**config.mk**
```make
export PLATFORM = sky130hd
export DESIGN_NAME = dcmb_prep
export DESIGN_NICKNAME = d
export VERILOG_FILES = /design/src/rtl/core/dcmb_pkg.sv /design/src/rtl/core/dcmb_prep.sv
export SDC_FILE = /design/constraint.sdc
export NUM_CORES = 2
export LEC_CHECK = 0
export ABC_AREA = 0
export BUFFER_PORTS_ARGS = -buffer_cell sky130_fd_sc_hd__buf_2
export CAP_MARGIN = 20
export CORE_ASPECT_RATIO = 2
export CORE_MARGIN = 4
export CORE_UTILIZATION = 25
export CTS_CLUSTER_SIZE = 12
export DETAILED_ROUTE_END_ITERATION = 7
export PLACE_DENSITY = 0.43
export SETUP_SLACK_MARGIN = 0.15
export SLEW_MARGIN = 20
export SYNTH_ARGS = -nofsm -noshare
export SYNTH_HDL_FRONTEND = slang
export SYNTH_SLANG_ARGS = --single-unit
```
**constraint.sdc**
```tcl
create_clock -name clk -period 11.04 [get_ports clk]
set_clock_uncertainty 0.2 [all_clocks]
set_input_delay 2.208 -clock clk [delete_from_list [all_inputs] [get_ports clk]]
set_output_delay 2.208 -clock clk [all_outputs]
set_load 0.005 [all_outputs]
```
**src/rtl/core/dcmb_pkg.sv**
```systemverilog
// Shared types, constants and helpers for the diversity combiner.
// Used by dcmb_div, dcmb_prep and diversity_combiner_mrc_egc_sc; no dependencies.
package dcmb_pkg;

  localparam int NANT   = 4;                  // antenna branches
  localparam int AW     = $clog2(NANT);       // antenna index width
  localparam int LW     = $clog2(NANT + 1);   // antenna count width
  localparam int SBITS  = 16;                 // sample width
  localparam int CWID   = 32;                 // channel estimate register width
  localparam int HBITS  = CWID / 2;           // one part of a channel estimate
  localparam int CIW    = $clog2(NANT + 2);   // register index width

  // channel power and magnitude
  localparam int PW_W     = 2 * HBITS;
  localparam int PSUM_W   = PW_W + $clog2(NANT);
  localparam int ROOT_PRE = 16;               // power scaled by 2^16 before the root
  localparam int ROOT_W   = PW_W + ROOT_PRE;
  localparam int ROOT_IT  = ROOT_W / 2;
  localparam int KW       = $clog2(ROOT_IT);
  localparam int MAG_W    = ROOT_IT;
  localparam int MAG_MIN  = 256;              // one LSB of Q1.15 in magnitude units

  // products and sums
  localparam int PROD_W = HBITS + SBITS;
  localparam int CPX_W  = PROD_W + 1;
  localparam int NSUM_W = CPX_W + $clog2(NANT);

  // pipelined divider
  localparam int DV_NW  = 50;
  localparam int DV_DW  = 35;
  localparam int DV_QB  = 25;
  localparam int DV_CW  = DV_DW + DV_QB;
  localparam int DV_LAT = DV_QB + 1;
  localparam int MRC_SH = 16;                 // 2^15 scale plus rounding doubling
  localparam int EGC_SH = 17;                 // 2^16 scale plus rounding doubling
  localparam int EGC_FRAC = 8;                // extra fraction bits of an EGC term
  localparam int VW     = DV_QB + 1 + $clog2(NANT) + 1;
  localparam int DF_W   = $clog2(NANT * (1 << EGC_FRAC) + 1);

  // pipeline positions
  localparam int POS_DIV1 = 4;
  localparam int POS_CMB  = POS_DIV1 + DV_LAT;
  localparam int LAT      = POS_CMB + 1 + DV_LAT + 1;

  typedef enum logic [1:0] {
    MODE_MRC = 2'd0,
    MODE_EGC = 2'd1,
    MODE_SEL = 2'd2,
    MODE_BAD = 2'd3
  } dcmb_mode_t;

  localparam logic [CIW-1:0] REG_MODE      = CIW'(0);
  localparam logic [CIW-1:0] REG_ANTS      = CIW'(1);
  localparam logic [CIW-1:0] REG_CHAN0     = CIW'(2);
  localparam logic [CIW-1:0] REG_CHAN_LAST = CIW'(2 + NANT - 1);

  typedef enum logic [1:0] {
    PS_IDLE,
    PS_POW,
    PS_ROOT,
    PS_SUM
  } dcmb_pstate_t;

  typedef struct packed {
    logic                        busy;
    logic [AW-1:0]               best;
    logic [PSUM_W-1:0]           psum;
    logic [NANT-1:0][MAG_W-1:0]  mag;
  } dcmb_prep_t;

  typedef struct packed {
    logic signed [SBITS-1:0] rx0_re;
    logic signed [SBITS-1:0] rx0_im;
    logic signed [SBITS-1:0] rx1_re;
    logic signed [SBITS-1:0] rx1_im;
    logic signed [SBITS-1:0] rx2_re;
    logic signed [SBITS-1:0] rx2_im;
    logic signed [SBITS-1:0] rx3_re;
    logic signed [SBITS-1:0] rx3_im;
  } dcmb_in_t;

  typedef struct packed {
    logic signed [SBITS-1:0] out_re;
    logic signed [SBITS-1:0] out_im;
    logic                    saturated;
    logic                    bad_mode;
  } dcmb_out_t;

  // zero counts as one branch, too many as all of them
  function automatic logic [LW-1:0] ants_clamp(input logic [2:0] a);
    logic [LW-1:0] r;
    if (a == 3'd0) begin
      r = LW'(1);
    end else if (32'(a) > NANT) begin
      r = LW'(NANT);
    end else begin
      r = LW'(a);
    end
    return r;
  endfunction

endpackage

```
**src/rtl/core/dcmb_prep.sv**
```systemverilog
// Channel preparation: per-antenna power and magnitude, power sum, strongest branch.
// Depends on dcmb_pkg; runs one square-root step per cycle after a channel or count write.
module dcmb_prep import dcmb_pkg::*; (
  input  logic                       clk,
  input  logic                       rst_n,
  input  logic                       start,
  input  logic [NANT-1:0][CWID-1:0]  chan,
  input  logic [LW-1:0]              ants,
  output dcmb_prep_t                 prep_o
);

  dcmb_pstate_t               st_r, st_nxt;
  logic [AW-1:0]              idx_r, idx_nxt;
  logic [KW-1:0]              k_r, k_nxt;
  logic [ROOT_W-1:0]          rad_r, rad_nxt;
  logic [ROOT_W-1:0]          res_r, res_nxt;
  logic [NANT-1:0][PW_W-1:0]  pw_r, pw_nxt;
  logic [NANT-1:0][MAG_W-1:0] mag_r, mag_nxt;
  logic [PSUM_W-1:0]          psum_r, psum_nxt;
  logic [AW-1:0]              best_r, best_nxt;

  logic signed [HBITS-1:0]    hr, hi;
  logic signed [PW_W-1:0]     sq_r, sq_i;
  logic [PW_W-1:0]            pw_new;
  logic [ROOT_W-1:0]          bitv, trial, res_step;
  logic                       ge;
  logic [PSUM_W-1:0]          sum_val;
  logic [AW-1:0]              best_val;

  assign hr     = signed'(chan[idx_r][CWID-1:HBITS]);
  assign hi     = signed'(chan[idx_r][HBITS-1:0]);
  assign sq_r   = hr * hr;
  assign sq_i   = hi * hi;
  assign pw_new = $unsigned(sq_r) + $unsigned(sq_i);

  assign bitv     = ROOT_W'(1) << {k_r, 1'b0};
  assign trial    = res_r + bitv;
  assign ge       = rad_r >= trial;
  assign res_step = ge ? ((res_r >> 1) + bitv) : (res_r >> 1);

  always_comb begin
    sum_val  = '0;
    best_val = '0;
    for (int l = 0; l < NANT; l++) begin
      if (LW'(l) < ants) begin
        sum_val = sum_val + PSUM_W'(pw_r[l]);
        if (pw_r[l] > pw_r[best_val]) begin
          best_val = AW'(l);
        end
      end
    end
    // floor the power to one LSB
    if (sum_val == '0) begin
      sum_val = PSUM_W'(1);
    end
  end

  always_comb begin
    st_nxt   = st_r;
    idx_nxt  = idx_r;
    k_nxt    = k_r;
    rad_nxt  = rad_r;
    res_nxt  = res_r;
    pw_nxt   = pw_r;
    mag_nxt  = mag_r;
    psum_nxt = psum_r;
    best_nxt = best_r;
    unique case (st_r)
      PS_IDLE: begin
      end
      PS_POW: begin
        pw_nxt[idx_r] = pw_new;
        rad_nxt       = ROOT_W'(pw_new) << ROOT_PRE;
        res_nxt       = '0;
        k_nxt         = KW'(ROOT_IT - 1);
        st_nxt        = PS_ROOT;
      end
      PS_ROOT: begin
        res_nxt = res_step;
        if (ge) begin
          rad_nxt = rad_r - trial;
        end
        if (k_r == '0) begin
          mag_nxt[idx_r] = (res_step < ROOT_W'(MAG_MIN)) ? MAG_W'(MAG_MIN)
                                                         : res_step[MAG_W-1:0];
          if (idx_r == AW'(NANT - 1)) begin
            st_nxt = PS_SUM;
          end else begin
            idx_nxt = idx_r + AW'(1);
            st_nxt  = PS_POW;
          end
        end else begin
          k_nxt = k_r - KW'(1);
        end
      end
      PS_SUM: begin
        psum_nxt = sum_val;
        best_nxt = best_val;
        st_nxt   = PS_IDLE;
      end
    endcase
    // restart on any new channel or count write
    if (start) begin
      st_nxt  = PS_POW;
      idx_nxt = '0;
    end
  end

  always_ff @(posedge clk) begin
    if (!rst_n) begin
      st_r   <= PS_IDLE;
      idx_r  <= '0;
      mag_r  <= {NANT{MAG_W'(MAG_MIN)}};
      psum_r <= PSUM_W'(1);
      best_r <= '0;
      pw_r   <= '0;
    end else begin
      st_r   <= st_nxt;
      idx_r  <= idx_nxt;
      mag_r  <= mag_nxt;
      psum_r <= psum_nxt;
      best_r <= best_nxt;
      pw_r   <= pw_nxt;
    end
  end

  always_ff @(posedge clk) begin
    k_r   <= k_nxt;
    rad_r <= rad_nxt;
    res_r <= res_nxt;
  end

  assign prep_o.busy = (st_r != PS_IDLE);
  assign prep_o.best = best_r;
  assign prep_o.psum = psum_r;
  assign prep_o.mag  = mag_r;

endmodule

```
==> qor.csv <==
metric,value,unit
vias_per_cell,4.77,
hold_path_class,reg -> reg,
die_x,315,µm
post-route-period-util,0.935,
grt_overflow,0,
status,"complete, no violations",
clkLatencyLatePin,610,ps
wl_per_cell,22.0,µm
cp-endpoint,pw_r[93],
core_area,187000,µm²
clock_sinks,365,
critPathSlowestCell,fa_1,
synthCells,5564,
dp_hpwl,163,mm
fin_tns_setup,0,ps
cpMostUsedCell,fa_1,
areaGrowthSynthToFinish,17.3,%
ant_nets,0,
met1_usage,0.166,
yosysUniqueCellTypes,92,
yosys_most_used_dff,dfxtp_1,
syn_avg_cell_area,8.46,µm²
maxSlewHeadroom,0.250,
post-cts-setup-buffer-count,0,
worstReg2RegEnd,best_r[0],
synth_seq_cells,365,
required,11350,ps
grt_pass1_vias,44700,
die-area,196000,µm²
grt_use_total,0.190,
grt_util_met2,0.402,
io_buffers,266,
fin_nets,7161,
drt-total-wl,189,mm
busiest_layer,met2,
end_kind,flop,
cp-start-kind,input pin,
clkTransAtPathRegs,70,ps
root_buffer,clkbuf_16,
cts_buffers,40,
finalHoldViolCount,0,
drtPass1Iterations,5,
cp.depth,36,
dieHeight,622,µm
gp_congestion,0.927,
synth-edff-count,101,
ys_warn_count,0,
drive_gt1_frac,0.145,
r2r_cells,41,
grt_max_degree,120,
final.min_clock_period,10320,ps
crit_family,adder cells,
critPathMaxStageDelay,550,ps
worstReg2RegStart,pw_r[2],
worst_pin_slew,1120,ps
post_cts_resized,0,
maxCapViolations,0,
cp.arrival,10640,ps
rsz0062_at_grt,no,
finalMaxSlewViolations,0,
postCtsHoldBufs,0,
first_iter_violations,1893,
cts_tree,done,
synth.net_count,6663,
row_count,225,
cts.htree.levels,2,
start_util,0.251,
grt_pass1_wl,278,mm
cp-startpoint,chan[54],
grt_antenna_before_repair,4,
async_flop_share,0,
max_freq,96.9,MHz
setup_violations,0,
crit_buf_inv,11,
use_met3,0.0127,
rrSetupSlack,1360,ps
path_max_fanout,5,
netlist_area,47100,µm²
top_level_ports,267,
vias,41000,
clk_path_buf_depth,3,
ys_seq_area_frac,0.177,
drc,0,
path_class,in -> reg,
==> metrics by stage <==
stage | setup WS, ps | area, µm² | cells | hold WS, ps | utilization
after floorplan | 550 | 47100 | 5564 | 249 | -
after global placement | 1.29 | 53900 | 8517 | 258 | 0.287
after detailed placement | 15.7 | 53900 | 8517 | 262 | 0.287
after CTS | 673 | 55200 | 8589 | 275 | 0.294
after global routing | 172 | 55200 | 8590 | 285 | 0.294
final | 718 | 55200 | 8591 | 272 | 0.294
==> state kept, by name, summed over array words and instances, names as in the netlist <==
name and cells:
k_r 5, st_r 2, idx_r 2, best_r 2, pw_r 128, res_r 48
rad_r 48, psum_r 34, prep_o 96
==> worst min-delay path by stage <==
stage | start | endpoint | slack (ps) | depth (start not counted)
3_5_place_dp | prep_o[31] | prep_o[31] | 260 | 1
6_report | prep_o[31] | prep_o[31] | 270 | 1
3_3_place_gp | prep_o[5] | prep_o[5] | 260 | 1
5_1_grt | prep_o[31] | prep_o[31] | 280 | 1
4_1_cts | prep_o[31] | prep_o[31] | 280 | 1
2_1_floorplan | pw_r[28] | pw_r[28] | 250 | 2
==> per-layer routing <==
layer,vias up,wire length (µm)
met2,1016,110000
met1,20000,59800
met5,-,14
li1,19600,-
met3,397,4760
met4,2,14400
==> layout by cell type, fill, tap and decap left out, types with 9 or more instances in the layout <==
master     synthesis  final
a211oi_1         101    101
a21o_1           132    132
a21oi_1          329    328
a22o_1            36     36
a31o_2            12     12
a31oi_1           76     75
and2_1            26     26
and3_1            33     33
buf_2             15    266
buf_4              2    398
clkbuf_1         180     12
clkbuf_16          0     43
clkinv_1           9      9
dfxtp_1          264    262
edfxtp_1         101    101
fa_1             525    525
ha_1             440    437
inv_1            770    769
mux2_2            86     86
mux2i_1           98     98
nand2_1          458    458
nand2b_1          45     45
nand3_1           62     62
nand4_1           64     64
nor2_1           724    723
nor2b_1           52     50
nor3_1            65     65
nor3b_1           10     10
nor4_1            10     10
o211ai_1          19     19
o21a_1            55     55
o21ai_0          217    210
o21ai_1           22     28
o21bai_1          20     20
o31ai_1           23     23
or2_2             15     15
or3_1             17     17
xnor2_1          145    145
xor2_1           116    116
==> logic make-up (layout without fill, tap and decap cells) <==
kind of cell	count (synthesis)	count (layout)	share of synthesized area
AO/OA/AOI/OAI	1176	1176	0.162
XOR/XNOR	261	261	0.0486
adder cells (fa/ha/maj)	967	967	0.341
buffers and inverters	997	1525	0.0801
flip-flops	365	365	0.177
multiplexers	184	184	0.0414
other	0	2	0
AND/OR/NAND/NOR	1614	1614	0.150
==> area by class of cell <==
class	instances	area (µm²)
Sequential cell	365	8320
Multi-Input combinational cell	4202	35000
Fill cell	20400	132000
Clock inverter	9	106
Inverter	784	2950
Clock buffer	63	1230
Antenna cell	2	5.00
Timing Repair Buffer	669	4420
Tap cell	2497	3120
==> synth_stat cells, drive strengths merged (15+ instances only) <==
| cell type | count | area, µm² |
|---|---|---|
| a211oi | 103 | 783 |
| a21o | 132 | 991 |
| a21oi | 329 | 1650 |
| a22o | 36 | 315 |
| a31oi | 77 | 488 |
| and2 | 26 | 163 |
| and3 | 33 | 206 |
| buf | 33 | 150 |
| clkbuf | 180 | 676 |
| dfxtp | 264 | 5290 |
| edfxtp | 101 | 3030 |
| fa | 525 | 10500 |
| ha | 440 | 5510 |
| inv | 775 | 2910 |
| mux2 | 86 | 968 |
| mux2i | 98 | 981 |
| nand2 | 458 | 1720 |
| nand2b | 45 | 282 |
| nand3 | 63 | 320 |
| nand4 | 64 | 400 |
| nor2 | 725 | 2730 |
| nor2b | 52 | 325 |
| nor3 | 66 | 335 |
| o211ai | 19 | 143 |
| o21a | 56 | 422 |
| o21ai | 240 | 1200 |
| o21bai | 21 | 161 |
| o31ai | 24 | 194 |
| or2 | 15 | 93.8 |
| or3 | 17 | 106 |
| xnor2 | 145 | 1270 |
| xor2 | 116 | 1020 |
Power is left out: the tool's default activity adds up to more than one toggle a clock period on the data nets, which glitch-free logic cannot reach.
