==> config.mk <==
export PLATFORM = sky130hd
export DESIGN_NAME = dcmb_div
export DESIGN_NICKNAME = d
export VERILOG_FILES = /design/src/rtl/core/dcmb_pkg.sv /design/src/rtl/core/dcmb_div.sv
export SDC_FILE = /design/constraint.sdc
export NUM_CORES = 2
export LEC_CHECK = 0
export BUFFER_PORTS_ARGS = -buffer_cell sky130_fd_sc_hd__buf_4
export CAP_MARGIN = 20
export CORE_MARGIN = 2
export CORE_UTILIZATION = 46
export CTS_CLUSTER_DIAMETER = 40
export CTS_CLUSTER_SIZE = 28
export DETAILED_ROUTE_END_ITERATION = 8
export GPL_ROUTABILITY_DRIVEN = 1
export GPL_TIMING_DRIVEN = 0
export PLACE_DENSITY = 0.65
export SKIP_CTS_REPAIR_TIMING = 1
export SYNTH_ARGS = -nofsm -noshare
export SYNTH_HDL_FRONTEND = slang
export SYNTH_SLANG_ARGS = --single-unit
==> constraint.sdc <==
create_clock -name clk -period 5.2 [get_ports clk]
set_clock_uncertainty 0.15 [all_clocks]
set_input_delay 1.04 -clock clk [delete_from_list [all_inputs] [get_ports clk]]
set_output_delay 1.04 -clock clk [all_outputs]
set_load 0.02 [all_outputs]
==> src/rtl/core/dcmb_pkg.sv <==
// Shared types, constants and helpers for the diversity combiner.
// Used by dcmb_div, dcmb_prep and diversity_combiner_mrc_egc_sc; no dependencies.
package dcmb_pkg;

  localparam int NANT   = 4;                  // antenna branches
  localparam int AW     = $clog2(NANT);       // antenna index width
  localparam int LW     = $clog2(NANT + 1);   // antenna count width
  localparam int SBITS  = 16;                 // sample width
  localparam int CWID   = 32;                 // channel estimate register width
  localparam int HBITS  = CWID / 2;           // one part of a channel estimate
  localparam int CIW    = $clog2(NANT + 2);   // register index width

  // channel power and magnitude
  localparam int PW_W     = 2 * HBITS;
  localparam int PSUM_W   = PW_W + $clog2(NANT);
  localparam int ROOT_PRE = 16;               // power scaled by 2^16 before the root
  localparam int ROOT_W   = PW_W + ROOT_PRE;
  localparam int ROOT_IT  = ROOT_W / 2;
  localparam int KW       = $clog2(ROOT_IT);
  localparam int MAG_W    = ROOT_IT;
  localparam int MAG_MIN  = 256;              // one LSB of Q1.15 in magnitude units

  // products and sums
  localparam int PROD_W = HBITS + SBITS;
  localparam int CPX_W  = PROD_W + 1;
  localparam int NSUM_W = CPX_W + $clog2(NANT);

  // pipelined divider
  localparam int DV_NW  = 50;
  localparam int DV_DW  = 35;
  localparam int DV_QB  = 25;
  localparam int DV_CW  = DV_DW + DV_QB;
  localparam int DV_LAT = DV_QB + 1;
  localparam int MRC_SH = 16;                 // 2^15 scale plus rounding doubling
  localparam int EGC_SH = 17;                 // 2^16 scale plus rounding doubling
  localparam int EGC_FRAC = 8;                // extra fraction bits of an EGC term
  localparam int VW     = DV_QB + 1 + $clog2(NANT) + 1;
  localparam int DF_W   = $clog2(NANT * (1 << EGC_FRAC) + 1);

  // pipeline positions
  localparam int POS_DIV1 = 4;
  localparam int POS_CMB  = POS_DIV1 + DV_LAT;
  localparam int LAT      = POS_CMB + 1 + DV_LAT + 1;

  typedef enum logic [1:0] {
    MODE_MRC = 2'd0,
    MODE_EGC = 2'd1,
    MODE_SEL = 2'd2,
    MODE_BAD = 2'd3
  } dcmb_mode_t;

  localparam logic [CIW-1:0] REG_MODE      = CIW'(0);
  localparam logic [CIW-1:0] REG_ANTS      = CIW'(1);
  localparam logic [CIW-1:0] REG_CHAN0     = CIW'(2);
  localparam logic [CIW-1:0] REG_CHAN_LAST = CIW'(2 + NANT - 1);

  typedef enum logic [1:0] {
    PS_IDLE,
    PS_POW,
    PS_ROOT,
    PS_SUM
  } dcmb_pstate_t;

  typedef struct packed {
    logic                        busy;
    logic [AW-1:0]               best;
    logic [PSUM_W-1:0]           psum;
    logic [NANT-1:0][MAG_W-1:0]  mag;
  } dcmb_prep_t;

  typedef struct packed {
    logic signed [SBITS-1:0] rx0_re;
    logic signed [SBITS-1:0] rx0_im;
    logic signed [SBITS-1:0] rx1_re;
    logic signed [SBITS-1:0] rx1_im;
    logic signed [SBITS-1:0] rx2_re;
    logic signed [SBITS-1:0] rx2_im;
    logic signed [SBITS-1:0] rx3_re;
    logic signed [SBITS-1:0] rx3_im;
  } dcmb_in_t;

  typedef struct packed {
    logic signed [SBITS-1:0] out_re;
    logic signed [SBITS-1:0] out_im;
    logic                    saturated;
    logic                    bad_mode;
  } dcmb_out_t;

  // zero counts as one branch, too many as all of them
  function automatic logic [LW-1:0] ants_clamp(input logic [2:0] a);
    logic [LW-1:0] r;
    if (a == 3'd0) begin
      r = LW'(1);
    end else if (32'(a) > NANT) begin
      r = LW'(NANT);
    end else begin
      r = LW'(a);
    end
    return r;
  endfunction

endpackage

==> src/rtl/core/dcmb_div.sv <==
// Pipelined restoring divider: one quotient bit per stage, overflow flag.
// Depends on dcmb_pkg for widths; the caller tracks valid bits.
module dcmb_div import dcmb_pkg::*; (
  input  logic             clk,
  input  logic             en,
  input  logic [DV_NW-1:0] num,
  input  logic [DV_DW-1:0] den,
  input  logic             neg,
  output logic [DV_QB-1:0] quo,
  output logic             ovf,
  output logic             neg_o
);

  logic [DV_NW-1:0] rem_r [DV_QB+1];
  logic [DV_DW-1:0] den_r [DV_QB+1];
  logic [DV_QB-1:0] quo_r [DV_QB+1];
  logic             neg_r [DV_QB+1];
  logic             ovf_r [DV_QB+1];

  always_ff @(posedge clk) begin
    if (en) begin
      rem_r[0] <= num;
      den_r[0] <= den;
      quo_r[0] <= '0;
      neg_r[0] <= neg;
      ovf_r[0] <= 1'b0;
    end
  end

  for (genvar s = 0; s < DV_QB; s++) begin : g_stage
    localparam int K = DV_QB - 1 - s;
    logic [DV_CW-1:0] trial;
    logic             ge;
    logic             big;

    assign trial = DV_CW'(den_r[s]) << K;
    assign ge    = DV_CW'(rem_r[s]) >= trial;
    // quotient cannot hold the result: checked once, at the top bit
    assign big   = (s == 0) && (DV_CW'(rem_r[s]) >= (DV_CW'(den_r[s]) << DV_QB));

    always_ff @(posedge clk) begin
      if (en) begin
        rem_r[s+1] <= ge ? (rem_r[s] - trial[DV_NW-1:0]) : rem_r[s];
        quo_r[s+1] <= {quo_r[s][DV_QB-2:0], ge};
        den_r[s+1] <= den_r[s];
        neg_r[s+1] <= neg_r[s];
        ovf_r[s+1] <= ovf_r[s] | big;
      end
    end
  end

  assign quo   = quo_r[DV_QB];
  assign ovf   = ovf_r[DV_QB];
  assign neg_o = neg_r[DV_QB];

endmodule

==> impl_summary.log <==
[metrics] run status: finished, violations left
[metrics] violated checks: antenna rules, setup timing
[metrics] final count of negative-setup-slack endpoints: 1
[metrics] chain of cells forming the critical path: ha_1 -> clkbuf_1 -> inv_1 -> nor2_1 -> nand4_1 -> or4_1 -> nor4_4 -> nor4_1 -> o311ai_2 -> buf_2 -> buf_1 -> nor2_1 -> a21oi_1
[metrics] count of routing violations after the opening detailed-route iteration: 7958
[metrics] endpoint type of the worst setup path: flop
[metrics] number of storage elements in the synthesis netlist: 2501
[metrics] setup ws final: -0.0575 ns
[metrics] syn_nets: 12200
[metrics] fmax: 190 MHz
[metrics] switching power summed over all nets: 27.8 mW
[metrics] fraction of layout cells with a size suffix above 1: 10.4%
[metrics] number of warnings printed during yosys synthesis: 0
[metrics] worst path bufs/invs: 4
[metrics] first-pass detailed-route iteration total: 7
[metrics] number of primary I/O pins: 115
[metrics] most frequent cells in the layout: sky130_fd_sc_hd__edfxtp_1, sky130_fd_sc_hd__inv_1, sky130_fd_sc_hd__a21oi_1
[metrics] Total Die Area: 0.291 sq mm
[metrics] reg2reg setup slack: -0.06 ns
[metrics] post-DR wirelength/cell: 22.3 um
[metrics] H-tree level count: 5
[metrics] clock tree from TritonCTS: done
[metrics] most area-hungry cell type in the Yosys netlist: sky130_fd_sc_hd__edfxtp_1
[metrics] root cell of the clock tree: sky130_fd_sc_hd__clkbuf_16
[metrics] Post-Synth Adder-Cell Area: ~8.5%
[metrics] Crit Path Max Fanout: 10
[metrics] largest net degree at the start of global routing: 204
[metrics] synthesized cell area: around 0.13 sq mm
[metrics] Main synth FF type: sky130_fd_sc_hd__edfxtp_1
[metrics] class of the most critical setup path: reg -> reg
[metrics] nature of the critical path startpoint: flop
[metrics] pins over their slew limit: 0
[metrics] Worst-Margin Slew: 1.19 ns
[metrics] leading cell type in the layout, fill and taps excluded: sky130_fd_sc_hd__edfxtp_1
[metrics] setup slack after placement: -0.506 ns
[metrics] Worst Hold Endpoint: den_r[0][27]
[metrics] gr ovfl total: 0
[metrics] maximum buffer depth of the clock tree: 4
[metrics] Data arrival, critical path: 5.74 ns
[metrics] antenna violations before repair: 20
[metrics] Final Non-Filler Cells: 15800
[metrics] relative contribution of combinational cells to total power: 30.8%
[metrics] clock period minus worst slack: 5.26 ns
[metrics] Min-Delay Startpoint: den[27]
[metrics] cell family with the largest share of critical-path delay: simple AND/OR/NAND/NOR gates
[metrics] post-route ant nets: 1
[metrics] cell type with the highest occurrence count on the critical path: sky130_fd_sc_hd__nor2_1
[metrics] hold depth: 1
[metrics] Initial Utilization: about 46%
[metrics] proportion of netlist area held by the largest area contributor: a little under three fifths
[metrics] via/cell ratio: about 5.6
[metrics] part of the Yosys area used for sequential elements: 57.0%
[metrics] clock sink total: ~2500
[metrics] length in cells of the worst reg-to-reg path: 13
[metrics] via count of the first global-routing pass: 87000
[metrics] Net count, final: 12700
[metrics] ranking of synthesized cells by area: sky130_fd_sc_hd__edfxtp_1, sky130_fd_sc_hd__ha_1, sky130_fd_sc_hd__a21oi_1
[metrics] worst reg2reg startpoint: rem_r[1][91]
[metrics] sum of routed wire length over all layers: approximately 350 mm
[metrics] main combinational cell family by area after synthesis: compound AO/OA/AOI/OAI gates
[metrics] number of maximum-capacitance constraint violations: 0
[metrics] switching share of total power: 34.6%
[metrics] die extent in y: about 540 um
[metrics] async set or reset register ratio after synthesis: 0%
[metrics] Core Region: 0.285 sq mm
[metrics] Cell Pwr Density: roughly 530 mW/mm^2
[metrics] Avg Cell Area, Syn: 11.8 sq um
[metrics] die extent in x: 539 um
[metrics] Site Rows: 196
[metrics] type of the most critical hold path: in -> reg
[metrics] Final Core Density: a little over half
[metrics] Reg power frac: between 30% and 40%
[metrics] endpoint of the worst-slack reg-to-reg timing path: rem_r[1][124]
[metrics] clock share of power: 32.5%
[metrics] first-pass GRT wire length: 529 mm
[metrics] IO Port Bufs: 114
[metrics] post-synthesis mux area share: 2.33%
[metrics] half-perimeter wire length of the detailed placement result: 273 mm
[metrics] final hold vios: 0
[metrics] Synth Area in XOR/XNOR: 5.19%
[metrics] Area Growth Syn to Fin: 14.8%
[metrics] Slowest-stage cell, CP: sky130_fd_sc_hd__or4_1
[metrics] cell count after placement: approximately 15000
[metrics] maximum VDD drop: 0.372 mV
[metrics] clock-pin transition on the worst setup and hold timing paths: 0.06 ns
[metrics] DRC violations left: 0
[metrics] worst relative slew slack: 20.1%
[metrics] compound-gate portion of the synthesized area: 13.7%
[metrics] GRT Total Usage: 23.7%
[metrics] worst hold slack across all endpoints: 0.121 ns
[metrics] Skew-Pair Late Insertion Delay: 0.94 ns
[metrics] CP Data Required Time: 5.68 ns
[metrics] count of flip-flops with a built-in enable after synthesis: 2501
[metrics] number of standard cells after synthesis: 11200
[metrics] share of the clock period used by the worst path after layout: 101%
[metrics] reported leakage power: 60.2 nW
[metrics] Final Wtd Congestion: 0.942
[metrics] Distinct cells, synth: around 110
[metrics] Internal Dissipation: 52.7 mW
[metrics] total number of vias: 89200
[metrics] simple-gate portion of the synthesized area: 9.51%
[metrics] maximum single-stage delay on the critical path: approximately 0.72 ns
[metrics] number of CTS-inserted buffers: 389
## metal layers
layer	track usage [%]	vias to the layer above	wire, um
met5	0	-	7
met4	7.31	2	10600
met3	3.32	531	20500
met2	38.3	2534	164000
met1	33.1	43500	158000
li1	-	42700	-
## worst max-delay path by stage
stage | from | slack, ns | endpoint | cells past startpoint
after floorplan | rem_r[0][514] | 1.46 | rem_r[0][565] | 14
after global placement | en | -19.16 | den_r[12][5] | 1
after detailed placement | en | -0.51 | quo_r[20][3] | 6
after CTS | rem_r[0][612] | -0.31 | rem_r[0][686] | 16
after global routing | den_r[5][36] | -0.008 | rem_r[0][645] | 13
final | rem_r[1][91] | -0.06 | rem_r[1][124] | 13
## cell families (layout without fill, tap and decap cells)
family | after synthesis | in the layout
mux | 274 | 274
simple gates | 2577 | 2577
xor+xnor | 780 | 780
compound gates | 2857 | 2857
other cells | 0 | 11
flops | 2501 | 2501
buf+inv | 1325 | 2194
fa+ha+maj | 879 | 879
## layout make-up
class                   count  area [sq um]
diodes                     11          27.5
plain buffers             258          1050
clock buffers             417          9860
clock inverters           314          3520
fillers                 24300        134000
inverters                1066          4000
multi-input cells        7367         51700
flip-flops and latches   2501         75100
well taps                3762          4710
repair buffers            139          1330
## Yosys cell counts, types with 19 or more instances
master	count
sky130_fd_sc_hd__o21ai_0	708
sky130_fd_sc_hd__ha_1	855
sky130_fd_sc_hd__a41oi_1	22
sky130_fd_sc_hd__nor4b_1	21
sky130_fd_sc_hd__nand4_1	151
sky130_fd_sc_hd__or2_2	46
sky130_fd_sc_hd__a21oi_1	858
sky130_fd_sc_hd__a21o_1	456
sky130_fd_sc_hd__o21a_1	103
sky130_fd_sc_hd__inv_1	1064
sky130_fd_sc_hd__a31o_2	19
sky130_fd_sc_hd__or4_1	34
sky130_fd_sc_hd__nand2_1	820
sky130_fd_sc_hd__xor2_1	321
sky130_fd_sc_hd__or3_1	48
sky130_fd_sc_hd__nand3b_1	23
sky130_fd_sc_hd__nand2b_1	100
sky130_fd_sc_hd__and3_1	87
sky130_fd_sc_hd__o31a_1	29
sky130_fd_sc_hd__o211ai_1	63
sky130_fd_sc_hd__a21boi_0	23
sky130_fd_sc_hd__nor2b_1	95
sky130_fd_sc_hd__clkbuf_1	189
sky130_fd_sc_hd__a211o_1	23
sky130_fd_sc_hd__and2_1	36
sky130_fd_sc_hd__a311oi_1	22
sky130_fd_sc_hd__fa_1	24
sky130_fd_sc_hd__nand3_1	173
sky130_fd_sc_hd__edfxtp_1	2501
sky130_fd_sc_hd__mux2_2	254
sky130_fd_sc_hd__a211oi_1	76
sky130_fd_sc_hd__nand4b_1	23
sky130_fd_sc_hd__nor4_1	118
sky130_fd_sc_hd__xnor2_1	459
sky130_fd_sc_hd__nor3_1	137
sky130_fd_sc_hd__o31ai_1	64
sky130_fd_sc_hd__o21bai_1	106
sky130_fd_sc_hd__buf_2	51
sky130_fd_sc_hd__nor2_1	601
sky130_fd_sc_hd__and4_1	24
sky130_fd_sc_hd__a31oi_1	74
## power by group through the flow
stage | registers (mW) | clock network (mW) | logic [mW]
2_1_floorplan | 28.3 | 0 | 17.9
3_3_place_gp | 30.7 | 0 | 24.1
3_5_place_dp | 29.9 | 0 | 24.3
4_1_cts | 29.5 | 26.7 | 24.5
5_1_grt | 29.8 | 27.6 | 27.4
6_report | 29.5 | 26.2 | 24.8
## sequential cells by signal, indices dropped and copies added (netlist names)
signal,cells
rem_r,1250
neg_r,26
ovf_r,25
quo_r,325
den_r,875
## stage by stage
stage / area (sq um) / setup TNS (ns) / power [mW]
after floorplan: 132000 / 0 / 46.2
after global placement: 137000 / - / 54.8
after detailed placement: 138000 / -95.01 / 54.2
after CTS: 151000 / -9.24 / 80.7
after global routing: 151000 / -0.00799 / 84.8
final: 151000 / -0.0575 / 80.5
## worst reg2reg max path, cell delays in order, from the launching register on
cell and delay, ns:
sky130_fd_sc_hd__edfxtp_1 0.53, sky130_fd_sc_hd__ha_1 0.33, sky130_fd_sc_hd__clkbuf_1 0.29, sky130_fd_sc_hd__inv_1 0.17
sky130_fd_sc_hd__nor2_1 0.21, sky130_fd_sc_hd__nand4_1 0.18, sky130_fd_sc_hd__or4_1 0.72, sky130_fd_sc_hd__nor4_4 0.55
sky130_fd_sc_hd__nor4_1 0.20, sky130_fd_sc_hd__o311ai_2 0.17, sky130_fd_sc_hd__buf_2 0.41, sky130_fd_sc_hd__buf_1 0.45
sky130_fd_sc_hd__nor2_1 0.09, sky130_fd_sc_hd__a21oi_1 0.52
Power figures use the tool's default switching activity.
